### config.mk
export PLATFORM = sky130hd
export DESIGN_NAME = position_run_length_leb128_encoder_core_flat
export DESIGN_NICKNAME = d
export VERILOG_FILES = /design/src/rtl/prl_pkg.sv /design/src/rtl/prl_if.sv /design/src/rtl/prl_leb_ser.sv /design/src/rtl/position_run_length_leb128_encoder_core.sv /design/src/flat_wrapper.sv
export SDC_FILE = /design/constraint.sdc
export NUM_CORES = 1
export LEC_CHECK = 0
export ABC_AREA = 0
export BUFFER_PORTS_ARGS = -buffer_cell sky130_fd_sc_hd__buf_2
export CAP_MARGIN = 40
export CELL_PAD_IN_SITES_DETAIL_PLACEMENT = 0
export CELL_PAD_IN_SITES_GLOBAL_PLACEMENT = 1
export CORE_MARGIN = 4
export CORE_UTILIZATION = 40
export CTS_CLUSTER_SIZE = 30
export DETAILED_ROUTE_END_ITERATION = 16
export GPL_TIMING_DRIVEN = 0
export PLACE_DENSITY = 0.77
export REMOVE_ABC_BUFFERS = 1
export SYNTH_ARGS = -nofsm -noshare
export SYNTH_HDL_FRONTEND = slang
export SYNTH_SLANG_ARGS = --single-unit
### constraint.sdc
create_clock -name clk -period 6.9 [get_ports clk]
set_clock_uncertainty 0.1 [all_clocks]
set_input_delay 1.035 -clock clk [delete_from_list [all_inputs] [get_ports clk]]
set_output_delay 1.035 -clock clk [all_outputs]
set_load 0.005 [all_outputs]
### src/rtl/prl_pkg.sv
// shared constants and types of the zero-run leb128 position encoder
package prl_pkg;

    localparam int LEB_DIGIT_BITS = 7;
    localparam int LEB_BYTE_BITS  = 8;

    typedef logic [LEB_BYTE_BITS-1:0] leb_byte_t;

    typedef struct packed {
        logic valid;
        logic last;
    } ld_ctrl_t;

endpackage

### src/rtl/prl_if.sv
// request channels of the encoder: position words in, leb128 bytes out
interface prl_in_if #(
    parameter int POSITION_BITS = 41
);
    logic                            valid;
    logic                            ready;
    logic signed [POSITION_BITS-1:0] position;
    logic                            last_in;

    modport source (output valid, output position, output last_in, input ready);
    modport sink (input valid, input position, input last_in, output ready);
endinterface

interface prl_out_if;
    logic                        valid;
    logic                        ready;
    logic [prl_pkg::LEB_BYTE_BITS-1:0] out_byte;
    logic                        last_out;

    modport source (output valid, output out_byte, output last_out, input ready);
    modport sink (input valid, input out_byte, input last_out, output ready);
endinterface

### src/rtl/prl_leb_ser.sv
// digit-serial signed leb128 serializer with registered byte output
module prl_leb_ser #(
    parameter int VAL_W = 42
) (
    input  logic                clk,
    input  logic                rst_n,
    input  prl_pkg::ld_ctrl_t   ld,
    input  logic [VAL_W-1:0]    ld_value,
    output logic                ld_ready,
    prl_out_if.source           out_ch
);
    import prl_pkg::*;

    logic                      busy_reg, busy_next;
    logic                      last_reg, last_next;
    logic [VAL_W-1:0]          val_reg, val_next;
    logic                      ovalid_reg, ovalid_next;
    logic                      olast_reg, olast_next;
    leb_byte_t                 obyte_reg, obyte_next;

    logic                      out_free;
    logic                      step;
    logic                      done;
    logic [VAL_W-1:0]          shifted;
    logic [LEB_DIGIT_BITS-1:0] digit;

    assign out_free = !ovalid_reg || out_ch.ready;
    assign step     = busy_reg && out_free;
    assign digit    = val_reg[LEB_DIGIT_BITS-1:0];
    assign shifted  = VAL_W'($signed(val_reg) >>> LEB_DIGIT_BITS);
    assign done     = ((shifted == '0) && !digit[LEB_DIGIT_BITS-1]) ||
                      ((shifted == '1) && digit[LEB_DIGIT_BITS-1]);
    assign ld_ready = !busy_reg || (step && done);

    always_comb
    begin
        busy_next   = busy_reg;
        last_next   = last_reg;
        val_next    = val_reg;
        ovalid_next = ovalid_reg;
        olast_next  = olast_reg;
        obyte_next  = obyte_reg;
        if (step)
        begin
            ovalid_next = 1'b1;
            obyte_next  = {~done, digit};
            olast_next  = done && last_reg;
            val_next    = shifted;
            if (done)
            begin
                busy_next = 1'b0;
            end
        end
        else if (out_ch.ready)
        begin
            ovalid_next = 1'b0;
        end
        if (ld.valid && ld_ready)
        begin
            busy_next = 1'b1;
            val_next  = ld_value;
            last_next = ld.last;
        end
    end

    always_ff @(posedge clk or negedge rst_n)
    begin
        if (!rst_n)
        begin
            busy_reg   <= 1'b0;
            ovalid_reg <= 1'b0;
        end
        else
        begin
            busy_reg   <= busy_next;
            ovalid_reg <= ovalid_next;
        end
    end

    always_ff @(posedge clk)
    begin
        last_reg  <= last_next;
        val_reg   <= val_next;
        olast_reg <= olast_next;
        obyte_reg <= obyte_next;
    end

    assign out_ch.valid    = ovalid_reg;
    assign out_ch.out_byte = obyte_reg;
    assign out_ch.last_out = olast_reg;
endmodule

### src/rtl/position_run_length_leb128_encoder_core.sv
// top level of the zero-run position encoder with signed leb128 output
// usage:
// in_ch carries one signed position word and its last_in marker per request.
// out_ch carries one signed leb128 byte per request; last_out marks the final
// byte of an encoded list.
// zero words are counted; the run goes out as one value when a nonzero word
// arrives, the list ends or the counter fills. a nonzero word goes out as one
// value right after any pending run.
// each value is serialized 7 bits per cycle through a shift register, while the
// output register is free to take the next byte.
// an accepted value is first loaded into the shift register and its first byte
// is then registered into the output register. a new word is taken in the
// cycle the final byte of the previous item moves into the output register.
// reset empties the output register, clears the run count and sets the prior
// negative word to 1. when the receiver stalls, the output byte holds, the
// serializer waits and in_ch.ready drops until room opens again.
module position_run_length_leb128_encoder_core #(
    parameter int RUN_BITS      = 32,
    parameter int POSITION_BITS = 41
) (
    input  logic      clk,
    input  logic      rst_n,
    prl_in_if.sink    in_ch,
    prl_out_if.source out_ch
);
    import prl_pkg::*;

    localparam int VAL_W = (RUN_BITS + 2 > POSITION_BITS + 1) ? RUN_BITS + 2
                                                              : POSITION_BITS + 1;
    localparam logic ST_IDLE = 1'b0;
    localparam logic ST_WORD = 1'b1;

    logic                            state_reg, state_next;
    logic [RUN_BITS-1:0]             zero_run_reg, zero_run_next;
    logic signed [POSITION_BITS-1:0] prior_neg_reg, prior_neg_next;
    logic [VAL_W-1:0]                word_val_reg, word_val_next;
    logic                            word_last_reg, word_last_next;

    logic                            ser_ready;
    ld_ctrl_t                        ld;
    logic [VAL_W-1:0]                ld_value;

    logic                            accept;
    logic                            pos_zero;
    logic                            pos_neg;
    logic                            dup;
    logic [RUN_BITS-1:0]             run_inc;
    logic                            run_full;
    logic [RUN_BITS-1:0]             run_src;
    logic                            emit_run;
    logic                            emit_word;
    logic signed [POSITION_BITS-1:0] code;
    logic [VAL_W-1:0]                run_val;
    logic [VAL_W-1:0]                word_val;

    assign in_ch.ready = (state_reg == ST_IDLE) && ser_ready;
    assign accept      = in_ch.valid && in_ch.ready;

    assign pos_zero  = (in_ch.position == '0);
    assign pos_neg   = in_ch.position[POSITION_BITS-1];
    assign dup       = pos_neg && (in_ch.position == prior_neg_reg);
    assign run_inc   = zero_run_reg + RUN_BITS'(1);
    assign run_full  = (run_inc == '1);
    assign run_src   = pos_zero ? run_inc : zero_run_reg;
    assign emit_run  = pos_zero ? (run_full || in_ch.last_in) : (zero_run_reg != '0);
    assign emit_word = !pos_zero;
    assign code      = dup ? '0 : in_ch.position;
    assign run_val   = VAL_W'({run_src, 1'b0});
    assign word_val  = VAL_W'($signed({code, 1'b1}));

    always_comb
    begin
        state_next     = state_reg;
        zero_run_next  = zero_run_reg;
        prior_neg_next = prior_neg_reg;
        word_val_next  = word_val_reg;
        word_last_next = word_last_reg;
        ld.valid       = 1'b0;
        ld.last        = 1'b0;
        ld_value       = word_val_reg;
        case (state_reg)
            ST_IDLE:
            begin
                if (accept)
                begin
                    word_val_next  = word_val;
                    word_last_next = in_ch.last_in;
                    ld.valid       = emit_run || emit_word;
                    if (emit_run)
                    begin
                        ld_value = run_val;
                        ld.last  = in_ch.last_in && !emit_word;
                        if (emit_word)
                        begin
                            state_next = ST_WORD;
                        end
                    end
                    else
                    begin
                        ld_value = word_val;
                        ld.last  = in_ch.last_in;
                    end
                    if (pos_zero)
                    begin
                        zero_run_next = (run_full || in_ch.last_in) ? '0 : run_inc;
                    end
                    else
                    begin
                        zero_run_next = '0;
                        if (pos_neg && !dup)
                        begin
                            prior_neg_next = in_ch.position;
                        end
                    end
                    if (in_ch.last_in)
                    begin
                        prior_neg_next = POSITION_BITS'(1);
                    end
                end
            end
            ST_WORD:
            begin
                ld.valid = ser_ready;
                ld.last  = word_last_reg;
                ld_value = word_val_reg;
                if (ser_ready)
                begin
                    state_next = ST_IDLE;
                end
            end
            default:
            begin
                state_next = ST_IDLE;
            end
        endcase
    end

    always_ff @(posedge clk or negedge rst_n)
    begin
        if (!rst_n)
        begin
            state_reg     <= ST_IDLE;
            zero_run_reg  <= '0;
            prior_neg_reg <= POSITION_BITS'(1);
        end
        else
        begin
            state_reg     <= state_next;
            zero_run_reg  <= zero_run_next;
            prior_neg_reg <= prior_neg_next;
        end
    end

    always_ff @(posedge clk)
    begin
        word_val_reg  <= word_val_next;
        word_last_reg <= word_last_next;
    end

    prl_leb_ser #(
        .VAL_W (VAL_W)
    ) u_ser (
        .clk      (clk),
        .rst_n    (rst_n),
        .ld       (ld),
        .ld_value (ld_value),
        .ld_ready (ser_ready),
        .out_ch   (out_ch)
    );
endmodule

### src/flat_wrapper.sv
// flat-port wrapper written by rule: the top's interface ports become plain ports
module position_run_length_leb128_encoder_core_flat import prl_pkg::*;
#(
    parameter int RUN_BITS      = 32,
    parameter int POSITION_BITS = 41
)
  (clk, rst_n, in_ch_valid, in_ch_position, in_ch_last_in, in_ch_ready, out_ch_valid, out_ch_out_byte, out_ch_last_out, out_ch_ready);
  prl_in_if #(.POSITION_BITS(POSITION_BITS)) in_ch_i ();
  prl_out_if out_ch_i ();
  input  logic clk;
  input  logic rst_n;
  input wire logic [$bits(in_ch_i.valid)-1:0] in_ch_valid;
  input wire logic [$bits(in_ch_i.position)-1:0] in_ch_position;
  input wire logic [$bits(in_ch_i.last_in)-1:0] in_ch_last_in;
  output wire logic [$bits(in_ch_i.ready)-1:0] in_ch_ready;
  output wire logic [$bits(out_ch_i.valid)-1:0] out_ch_valid;
  output wire logic [$bits(out_ch_i.out_byte)-1:0] out_ch_out_byte;
  output wire logic [$bits(out_ch_i.last_out)-1:0] out_ch_last_out;
  input wire logic [$bits(out_ch_i.ready)-1:0] out_ch_ready;
  assign in_ch_i.valid = in_ch_valid;
  assign in_ch_i.position = in_ch_position;
  assign in_ch_i.last_in = in_ch_last_in;
  assign in_ch_ready = in_ch_i.ready;
  assign out_ch_valid = out_ch_i.valid;
  assign out_ch_out_byte = out_ch_i.out_byte;
  assign out_ch_last_out = out_ch_i.last_out;
  assign out_ch_i.ready = out_ch_ready;
  position_run_length_leb128_encoder_core #(.RUN_BITS(RUN_BITS), .POSITION_BITS(POSITION_BITS)) u_core (.clk(clk), .rst_n(rst_n), .in_ch(in_ch_i), .out_ch(out_ch_i));
endmodule
Word-level counts from Yosys, hierarchy flattened. Cells that the tools add are included.

Register bits after elaboration: 170. Output and inout bits: 11. Word-level logic and storage cells: 76.

Add/subtract/negate cells: 1. Equality and inequality tests: 4. Muxes and demuxes: 26. Bitwise logic cells: 2. Reductions and logical operators: 31.

Operators with widths (count): $mux 41 (5); $mux 42 (3); $mux 32 (3); $pmux 42 s2 (1); $eq 42x42->1 const B (1); $logic_not 42->1 (1); $eq 41x41->1 (1); $logic_not 41->1 (1); $add 32x1->32 const B (1); $eq 32x32->1 const B (1); $reduce_bool 32->1 (1); $logic_and 1x1->1 (11); $mux 1 (11); $reduce_bool 2->1 (4); $logic_not 1->1 (5); $logic_or 1x1->1 (5); $pmux 2 s2 (1); $reduce_and 2->1 (2); $reduce_and 4->1 (1); $mux 2 (1); $ne 2x2->1 const B (1); $not 1->1 (2); $pmux 1 s2 (1).

Logic depth before layout (Yosys ltp). Gate-level depths: netlist of the first run.

Depth after elaboration: 12. Mapped depth: 14. Depth with buffers taken out: 11.

Cells and area by module. A second synthesis of the first run with hierarchy kept.

Cells, all modules: 882. Area, all modules: 9720.6 sq um.

By module, submodules not included: position_run_length_leb128_encoder_core (times used 1, cells an instance 741, area an instance 7143.1 sq um); prl_leb_ser (times used 1, cells an instance 141, area an instance 2577.5 sq um).

Worst setup path after synthesis of the first run. OpenSTA, ideal clock, no wires.

Kind: register -> register. Start: register u_core.zero_run_reg[1]. End: register u_core.u_ser.val_reg[0], enable pin. Library setup time: 0.405 ns. Arrival: 3.483 ns. Data required time: 6.395 ns. Setup slack: 2.912 ns. Stages on the path, launching flop included: 11. Buffers on the path: 1. Clock period less this slack: 3.988 ns. Cell sequence: dfrtp_1 -> ha_1 -> buf_2 -> nand3_1 -> or4_1 -> or3_1 -> a22oi_1 -> nand4_1 -> o211ai_1 -> nand2_2 -> nand2b_1.

Word-level cells in the longest chain between the ends: 9. Elaborated cells between the ends (all ways): 10.

Ends and longest elaborated chain: start, declared (RTL line position_run_length_leb128_encoder_core.sv:34) `logic [RUN_BITS-1:0] zero_run_reg, zero_run_next;`; start signal, assigned (RTL line position_run_length_leb128_encoder_core.sv:149) `zero_run_reg <= zero_run_next;`; $add 32x1->32 (RTL line position_run_length_leb128_encoder_core.sv:62) `assign run_inc = zero_run_reg + RUN_BITS'(1);`; $eq 32x32->1 (RTL line position_run_length_leb128_encoder_core.sv:63) `assign run_full = (run_inc == '1);`; $logic_or 1x1->1 (RTL line position_run_length_leb128_encoder_core.sv:65) `assign emit_run = pos_zero ? (run_full || in_ch.last_in) : (zero_run_reg != '0);`; $mux 1 (*) (RTL line position_run_length_leb128_encoder_core.sv:65); $logic_or 1x1->1 (*) (RTL line position_run_length_leb128_encoder_core.sv:88) `ld.valid = emit_run || emit_word;`; $mux 2 (*) (RTL line position_run_length_leb128_encoder_core.sv:84) `if (accept)`; $pmux 2 s2 (*) (RTL line position_run_length_leb128_encoder_core.sv:81) `case (state_reg)`; $logic_and 1x1->1 (*) (RTL line prl_leb_ser.sv:58) `if (ld.valid && ld_ready)`; $reduce_bool 2->1 (no line) (*); end signal, assigned (RTL line prl_leb_ser.sv:83) `val_reg <= val_next;`; end, declared (RTL line prl_leb_ser.sv:16) `logic [VAL_W-1:0] val_reg, val_next;`.

Every way passes the cells marked *; elsewhere a longest branch is shown, timed or not. A chain may end at the register's enable or synchronous reset.

Worst setup path after layout of the first run.
Start: register u_core.zero_run_reg[0]. End: register u_core.u_ser.val_reg[31], data pin.

Word-level cells in the longest chain between the ends: 9. Elaborated cells between the ends (all ways): 14.

Ends and longest elaborated chain (RTL line): $add 32x1->32 (position_run_length_leb128_encoder_core.sv:62); $eq 32x32->1 (position_run_length_leb128_encoder_core.sv:63); $logic_or 1x1->1 (position_run_length_leb128_encoder_core.sv:65); $mux 1 (position_run_length_leb128_encoder_core.sv:65); $logic_or 1x1->1 (position_run_length_leb128_encoder_core.sv:88); $mux 2 (position_run_length_leb128_encoder_core.sv:84); $pmux 2 s2 (position_run_length_leb128_encoder_core.sv:81); $logic_and 1x1->1 (prl_leb_ser.sv:58); $mux 42 (*) (prl_leb_ser.sv:58); net u_core.u_ser.val_next[31] (prl_leb_ser.sv:16).

Mark *: on every way through the listed nets, which the timed path passes. The rest lies on a longest branch. The select of a mux whose other input is x is not followed.

==> key figures, run 1 <==
Outcome
  – Status: finished clean

Clock network
  – Hold buffers post-CTS: 0
  – Worst-path clk slew: roughly 70 ps
  – Sink Count: 170
  – Resized cells post-CTS: 0
  – Number of H-tree levels: 4
  – Setup bufs post-CTS: 0
  – Root buf cell: clkbuf_16
  – Num CTS Buffers: 17
  – CTS Buffer Depth: 2
  – Clock latency on the worst-skew pair: 440 ps
  – TritonCTS clock tree: yes

Setup path
  – Worst-path fanout max: 26
  – Critical Path RT: 6980 ps
  – Worst setup EP type: register
  – Critical Path AT: 5660 ps
  – Setup CP Type: register to register
  – CP Launch Type: register

Routing
  – Drt total wl: around 28 mm
  – DR DRC count: 0
  – First-pass iteration count of the detailed router: 6
  – Routed Antenna Nets: 0
  – DR iter-0 viols: 743
  – DR vias: approximately 8.0k
  – Avg WL per Cell: roughly 21 um
  – Via density: roughly 6.0

Placed design
  – Placed Area: between 10,000 and 15,000 um^2
  – Placed insts: 1,293
  – Port bufs: 56
  – DP Wirelength: between 15 and 20 mm
  – Placement Setup Slack: 1400 ps
  – Final estimated routing congestion in global placement: 0.887

Synthesis
  – Syn_area_per_cell: ~9.8 um^2
  – Yosys Warn Count: 0
  – Yosys cell types: 73
  – Yosys reg bits: between 150 and 200
  – Synth Cell Area: about 10000 um^2
  – Ys async rst share: ~45%
  – Most common flop cell mapped by yosys: edfxtp_1
  – Sequential area share after synthesis: 48.6%
  – Post-synth EDFFs: 94
  – Mapped Cells: 991

Cells and area
  – Fin area: between 10,000 and 15,000 um^2
  – Post-layout nets: ~1.0k
  – Final std cells w/o fill: 1,325
  – Layout area overhead: 11.8%
  – Final design utilization: 45.9%
  – Most common cell after layout, fill and taps aside: nand2_1
  – N_diodes: 0
  – Layout cells sized above 1: approximately 14%
  – Largest register FFs: 42
  – Most frequent cells in the layout: 107 x nand2_1, 94 x edfxtp_1, 75 x dfrtp_1

Job
  – Max_cap viols: 0

STA
  – Worst slew pin tran: between 800 and 900 ps
  – Slew margin rel.: 39.8%
  – Final Hold Viols: 0
  – Setup Viol. Count Final: 0
  – Fmax: roughly 180 MHz
  – Final slew viol count: 0
  – RSZ-0062 raised after global routing: false
  – Worst setup margin: 1320 ps
  – Final Critical Period: around 5600 ps
  – Fin crit share: approximately 81%

GRT
  – Largest net degree at the start of global routing: just over 60
  – Antenna violations before repair: 0
  – GRT overflow: 0
  – Gr usage total: 21.3%
  – Vias in the first global route: around 7.5k
  – First-pass GRT wire length: roughly 44 mm

Die
  – Die Footprint: between 20,000 and 30,000 um^2
  – Starting density of the core: about two fifths
  – CORE AREA: approximately 24,000 um^2
  – Row cnt: 56
  – Die Y: 164 um
  – Die Width: 164 um
  – Io pins: 57

Pwr
  – Total power: approximately 0.0023 W
  – Pwr dens: just over 200 nW/um^2
  – Leak Pwr: 3.87 nW
  – Worst VDD drop: between 0.1 and 0.15 mV

Hold path
  – Min-Delay Path Class: register to register
==> cell type report <==
| cell class | instances | area (um^2) |
|---|---|---|
| repair buffers | 73 | 577 |
| clock inverters | 11 | 106 |
| clock buffers | 21 | 483 |
| inverters | 11 | 45.0 |
| fillers | 2280 | 12800 |
| flip-flops and latches | 170 | 4730 |
| well taps | 319 | 399 |
| multi-input cells | 720 | 4530 |
==> report_power, final <==
group / leakage [nW] / total (W) / switching (W) / internal, W
registers: 1.92 / 0.00111 / 0.0000168 / 0.00110
clock network: 0.288 / 0.000974 / 0.000427 / 0.000547
logic: 1.67 / 0.000169 / 0.000103 / 0.0000655
total: 3.87 / 0.00226 / 0.000547 / 0.00171
==> cells by family after synthesis <==
logic type / share of synthesized area, %
AND/OR/NAND/NOR: 20.1
AO/OA/AOI/OAI: 20.5
flip-flops: 48.6
buffers and inverters: 5.31
XOR/XNOR: 4.86
adder cells (fa/ha/maj): 0.386
multiplexers: 0.219
==> Yosys cell counts, drive strengths merged (2+ instances only) <==
master | n | area (um^2)
a211o | 3 | 26.3
a21boi | 2 | 15.0
a21oi | 40 | 200
a22o | 39 | 342
a22oi | 3 | 22.5
a31o | 4 | 35.0
a31oi | 38 | 244
a32oi | 2 | 17.5
and2 | 45 | 282
and3 | 8 | 50.1
and4 | 4 | 35.0
buf | 37 | 274
clkbuf | 53 | 200
dfrtp | 75 | 1880
edfxtp | 94 | 2820
ha | 3 | 37.5
inv | 10 | 37.5
nand2 | 108 | 408
nand2b | 5 | 31.3
nand3 | 42 | 215
nand4 | 36 | 231
nand4b | 6 | 52.6
nor2 | 54 | 203
nor2b | 4 | 25.0
nor3 | 9 | 45.0
nor3b | 2 | 15.0
nor4 | 37 | 246
nor4b | 2 | 17.5
o211a | 2 | 20.0
o211ai | 30 | 285
o21a | 14 | 105
o21ai | 66 | 338
o22a | 3 | 26.3
o22ai | 5 | 31.3
o31ai | 22 | 165
or3 | 6 | 37.5
or4 | 5 | 45.0
xnor2 | 46 | 403
xor2 | 8 | 70.1
==> routing by layer <==
metal / part of all wire [%] / track usage (%) / vias to the layer above / routed length (um)
met4: 1.9 / 5.53 / 0 / 527
met3: 6.8 / 3.74 / 24 / 1900
met1: 47 / 32.2 / 3909 / 13000
li1: - / - / 3743 / -
met5: 0 / 0 / - / 0
met2: 44 / 31.6 / 310 / 12300
==> critical path: stages, from the launching register on <==
cell	delay, ps
dfrtp_1	570
ha_1	440
nand3_1	390
nor4_1	810
xnor2_1	190
a2111oi_0	470
nand4_1	360
o21ai_4	430
buf_12	240
and2_1	600
mux2_2	400
a221o_1	290
==> worst paths after layout <==
path / from / to / slack [ps] / depth (start not counted)
hold reg to reg: u_core.u_ser.val_reg[5]$_DFFE_PP_ / u_core.u_ser.out_ch.out_byte[5]$_DFFE_PP_ / 320 / 0
min in group asynchronous: rst_n / u_core.zero_run_reg[0]$_DFFE_PN0P_ / 370 / 1
max in group asynchronous: rst_n / u_core.prior_neg_reg[0]$_DFFE_PN1P_ / 5690 / 2
setup / recovery: u_core.zero_run_reg[0]$_DFFE_PN0P_ / u_core.u_ser.val_reg[31]$_DFFE_PP_ / 1320 / 11
setup reg to reg: u_core.zero_run_reg[0]$_DFFE_PN0P_ / u_core.u_ser.val_reg[31]$_DFFE_PP_ / 1320 / 11
hold / removal: u_core.u_ser.val_reg[5]$_DFFE_PP_ / u_core.u_ser.out_ch.out_byte[5]$_DFFE_PP_ / 320 / 0
==> per-stage QoR <==
step | setup TNS, ps | hold slack (ps)
finish | 0 | 320
CTS | 0 | 320
floorplan | -20670 | 300
global route | 0 | 327
global placement | -428580 | 302
detailed placement | 0 | 305
Note: power is estimated with default switching activity, not from simulation.
==> inputs of run 2 (changes only) <==
PLACE_DENSITY = 0.8   (was 0.77)
clock period = 4.8 ns   (was 6.9 ns; I/O delays follow)
==> run 2 against run 1 <==
Compared with the run above:
- sequential power is 44% higher
- worst hold slack got worse by 280 ps
- global-route usage down 0.51 points
- largest power group unchanged
- highest routed layer unchanged
==> key figures, run 2 (synthesized netlist as in run 1, its figures left out) <==
Outcome
  – Status: finished clean (unchanged)

Cells and area
  – Post-layout nets: 1,048 (was 1,042)
  – Largest register FFs: 42 (unchanged)
  – Layout area overhead: 12.6% (was 11.8%)
  – Final std cells w/o fill: 1,331 (was 1,325)
  – N_diodes: 0 (unchanged)
  – Layout cells sized above 1: 15.2% (was 13.9%)
  – Most common cell after layout, fill and taps aside: nand2_1 (unchanged)
  – Most frequent cells in the layout: 107 x nand2_1, 94 x edfxtp_1, 73 x dfrtp_1 (was 107 x nand2_1, 94 x edfxtp_1, 75 x dfrtp_1)
  – Final design utilization: 46.2% (was 45.9%)

Die
  – Die Width: 164 um (unchanged)
  – Row cnt: 56 (unchanged)
  – Starting density of the core: 41.1% (unchanged)
  – Die Footprint: 26,900 um^2 (unchanged)
  – Io pins: 57 (unchanged)
  – CORE AREA: 23,700 um^2 (unchanged)
  – Die Y: 164 um (unchanged)

Clock network
  – Root buf cell: clkbuf_16 (unchanged)
  – Num CTS Buffers: 17 (unchanged)
  – Clock latency on the worst-skew pair: 440 ps (about the same)
  – CTS Buffer Depth: 2 (unchanged)
  – TritonCTS clock tree: yes (unchanged)
  – Worst-path clk slew: 80 ps (was 70 ps)
  – Number of H-tree levels: 4 (unchanged)
  – Sink Count: 170 (unchanged)

Setup path
  – Cell family with most CP delay: simple AND/OR/NAND/NOR gates (unchanged)
  – CP Buf/Inv Count: 2 (was 1)
  – RR Endpoint: u_core.u_ser.val_reg[18]$_DFFE_PP_ (was u_core.u_ser.val_reg[31]$_DFFE_PP_)
  – Reg2Reg Launch Point: u_core.zero_run_reg[0]$_DFFE_PN0P_ (unchanged)
  – Setup CP Type: register to register (unchanged)
  – Worst path cell trace: ha_2 > nand3_2 > or4_1 > or3_1 > a22oi_1 > nand4_1 > o211ai_1 > nand2_2 > clkinv_2 > buf_16 > o211ai_1 > o21a_1 (was ha_1 > nand3_1 > nor4_1 > xnor2_1 > a2111oi_0 > nand4_1 > o21ai_4 > buf_12 > and2_1 > mux2_2 > a221o_1)
  – Worst-path fanout max: 57 (was 26)
  – CP Launch Type: register (unchanged)
  – Worst path max stage delay: 680 ps (was 810 ps)
  – Critical Path Stages: 12 (was 11)
  – CP max-delay cell: or4_1 (was nor4_1)
  – Critical Path RT: 4880 ps (was 6980 ps)
  – Critical Path AT: 4640 ps (was 5660 ps)
  – Reg2reg setup slack: 240 ps (was 1320 ps)
  – Most common cell on crit path: o211ai_1
  – Worst r2r path cells: 12 (was 11)
  – Worst setup EP type: register (unchanged)

Routing
  – Drt total wl: 27.6 mm (was 27.7 mm)
  – Avg WL per Cell: 20.8 um (was 20.9 um)
  – DR DRC count: 0 (unchanged)
  – Via density: 6.01 (was 6.03)
  – Routed Antenna Nets: 0 (unchanged)
  – DR iter-0 viols: 799 (was 743)
  – DR vias: 7,994 (was 7,986)
  – First-pass iteration count of the detailed router: 5 (was 6)

STA
  – Fmax: 219 MHz (was 179 MHz)
  – RSZ-0062 raised after global routing: false (unchanged)
  – Final Critical Period: 4560 ps (was 5580 ps)
  – Final slew viol count: 0 (unchanged)
  – Fin crit share: 95.0% (was 80.9%)
  – Slew margin rel.: 42.1% (was 39.8%)
  – Setup TNS: 0 ps (unchanged)
  – Final Hold Viols: 0 (unchanged)
  – Setup Viol. Count Final: 0 (unchanged)
  – Worst slew pin tran: 865 ps (was 899 ps)

Pwr
  – Worst VDD drop: 0.209 mV (was 0.125 mV)
  – Sw Ratio: 25.9% (was 24.2%)
  – Total power: 0.00324 W (was 0.00226 W)
  – Pwr dens: 296 nW/um^2 (was 208 nW/um^2)
  – Sw power: 0.000838 W (was 0.000547 W)
  – Internal Pwr Total: 0.00240 W (was 0.00171 W)
  – Sequential share of power: 49.5% (was 49.4%)
  – Clock Power Share: 43.0% (was 43.2%)
  – Leak Pwr: 3.91 nW (was 3.87 nW)
  – Combinational share of power: 7.5% (about the same)

Placed design
  – Port bufs: 56 (unchanged)
  – Placed insts: 1,293 (unchanged)
  – DP Wirelength: 19.6 mm (was 19.7 mm)
  – Final estimated routing congestion in global placement: 0.892 (was 0.887)

GRT
  – Vias in the first global route: 7,339 (was 7,476)
  – GRT overflow: 0 (unchanged)
  – Antenna violations before repair: 1 (was 0)
  – Largest net degree at the start of global routing: 61 (unchanged)
  – Gr usage total: 20.8% (was 21.3%)
  – First-pass GRT wire length: 43.4 mm (was 44.1 mm)

Job
  – Max_cap viols: 0 (unchanged)

Hold path
  – Min-Delay Path Class: primary input to async pin (was register to register)
[run 2: metrics by stage]
stage	setup slack, ps	area [um^2]	hold slack [ps]
final	241	10900	43.0
after global routing	44.0	10900	37.4
after CTS	91.1	10900	34.9
after detailed placement	-646	10300	306
after global placement	-7470	9930	300
after floorplan	-2630	9250	300
[run 2: area by class of cell]
class	count	area (um^2)
fillers	2275	12700
flip-flops and latches	170	4730
multi-input cells	720	4550
repair buffers	79	637
clock buffers	18	450
well taps	319	399
clock inverters	14	140
inverters	11	45.0
[run 2: power by group through the flow]
stage	Sequential [W]	Combinational [W]	Clock [W]
after floorplan	0.00163	0.000120	0
after global placement	0.00163	0.000228	0
after detailed placement	0.00163	0.000243	0
after CTS	0.00160	0.000244	0.00141
after global routing	0.00160	0.000264	0.00146
final	0.00160	0.000244	0.00139
[run 2: how the worst max path moves through the flow]
stage	from	to	slack, ps
final	u_core.zero_run_reg[0]$_DFFE_PN0P_	u_core.u_ser.val_reg[18]$_DFFE_PP_	240
after global routing	u_core.zero_run_reg[0]$_DFFE_PN0P_	u_core.u_ser.val_reg[18]$_DFFE_PP_	40
after CTS	u_core.zero_run_reg[0]$_DFFE_PN0P_	u_core.u_ser.val_reg[18]$_DFFE_PP_	90
after detailed placement	u_core.zero_run_reg[0]$_DFFE_PN0P_	u_core.u_ser.val_reg[31]$_DFFE_PP_	-650
after global placement	u_core.u_ser.val_reg[38]$_DFFE_PP_	u_core.prior_neg_reg[34]$_DFFE_PN0P_	-7470
after floorplan	u_core.u_ser.val_reg[9]$_DFFE_PP_	u_core.prior_neg_reg[10]$_DFFE_PN0P_	-2630
[run 2: worst reg2reg max path, cell delays in order (launching register included)]
cell and delay (ps):
dfrtp_2 500, ha_2 340, nand3_2 260, or4_1 690
or3_1 410, a22oi_1 290, nand4_1 320, o211ai_1 300
nand2_2 190, clkinv_2 250, buf_16 290, o211ai_1 210
o21a_1 170
[run 2: per-layer routing]
layer / global-route usage [%] / wire length, um / up-vias
met4: 5.83 / 575 / 0
met1: 31.1 / 13100 / 3921
met2: 31.0 / 12300 / 287
li1: - / - / 3754
met3: 3.59 / 1740 / 32
met5: 0 / 0 / -
[run 2: timing repair]
item	in CTS	in global routing
hold buffers	0	0
setup buffers	2	4
setup endpoints to repair	53	37
pin swaps	1	2
gates resized for setup	3	3
endpoints found under the hold margin	0	0
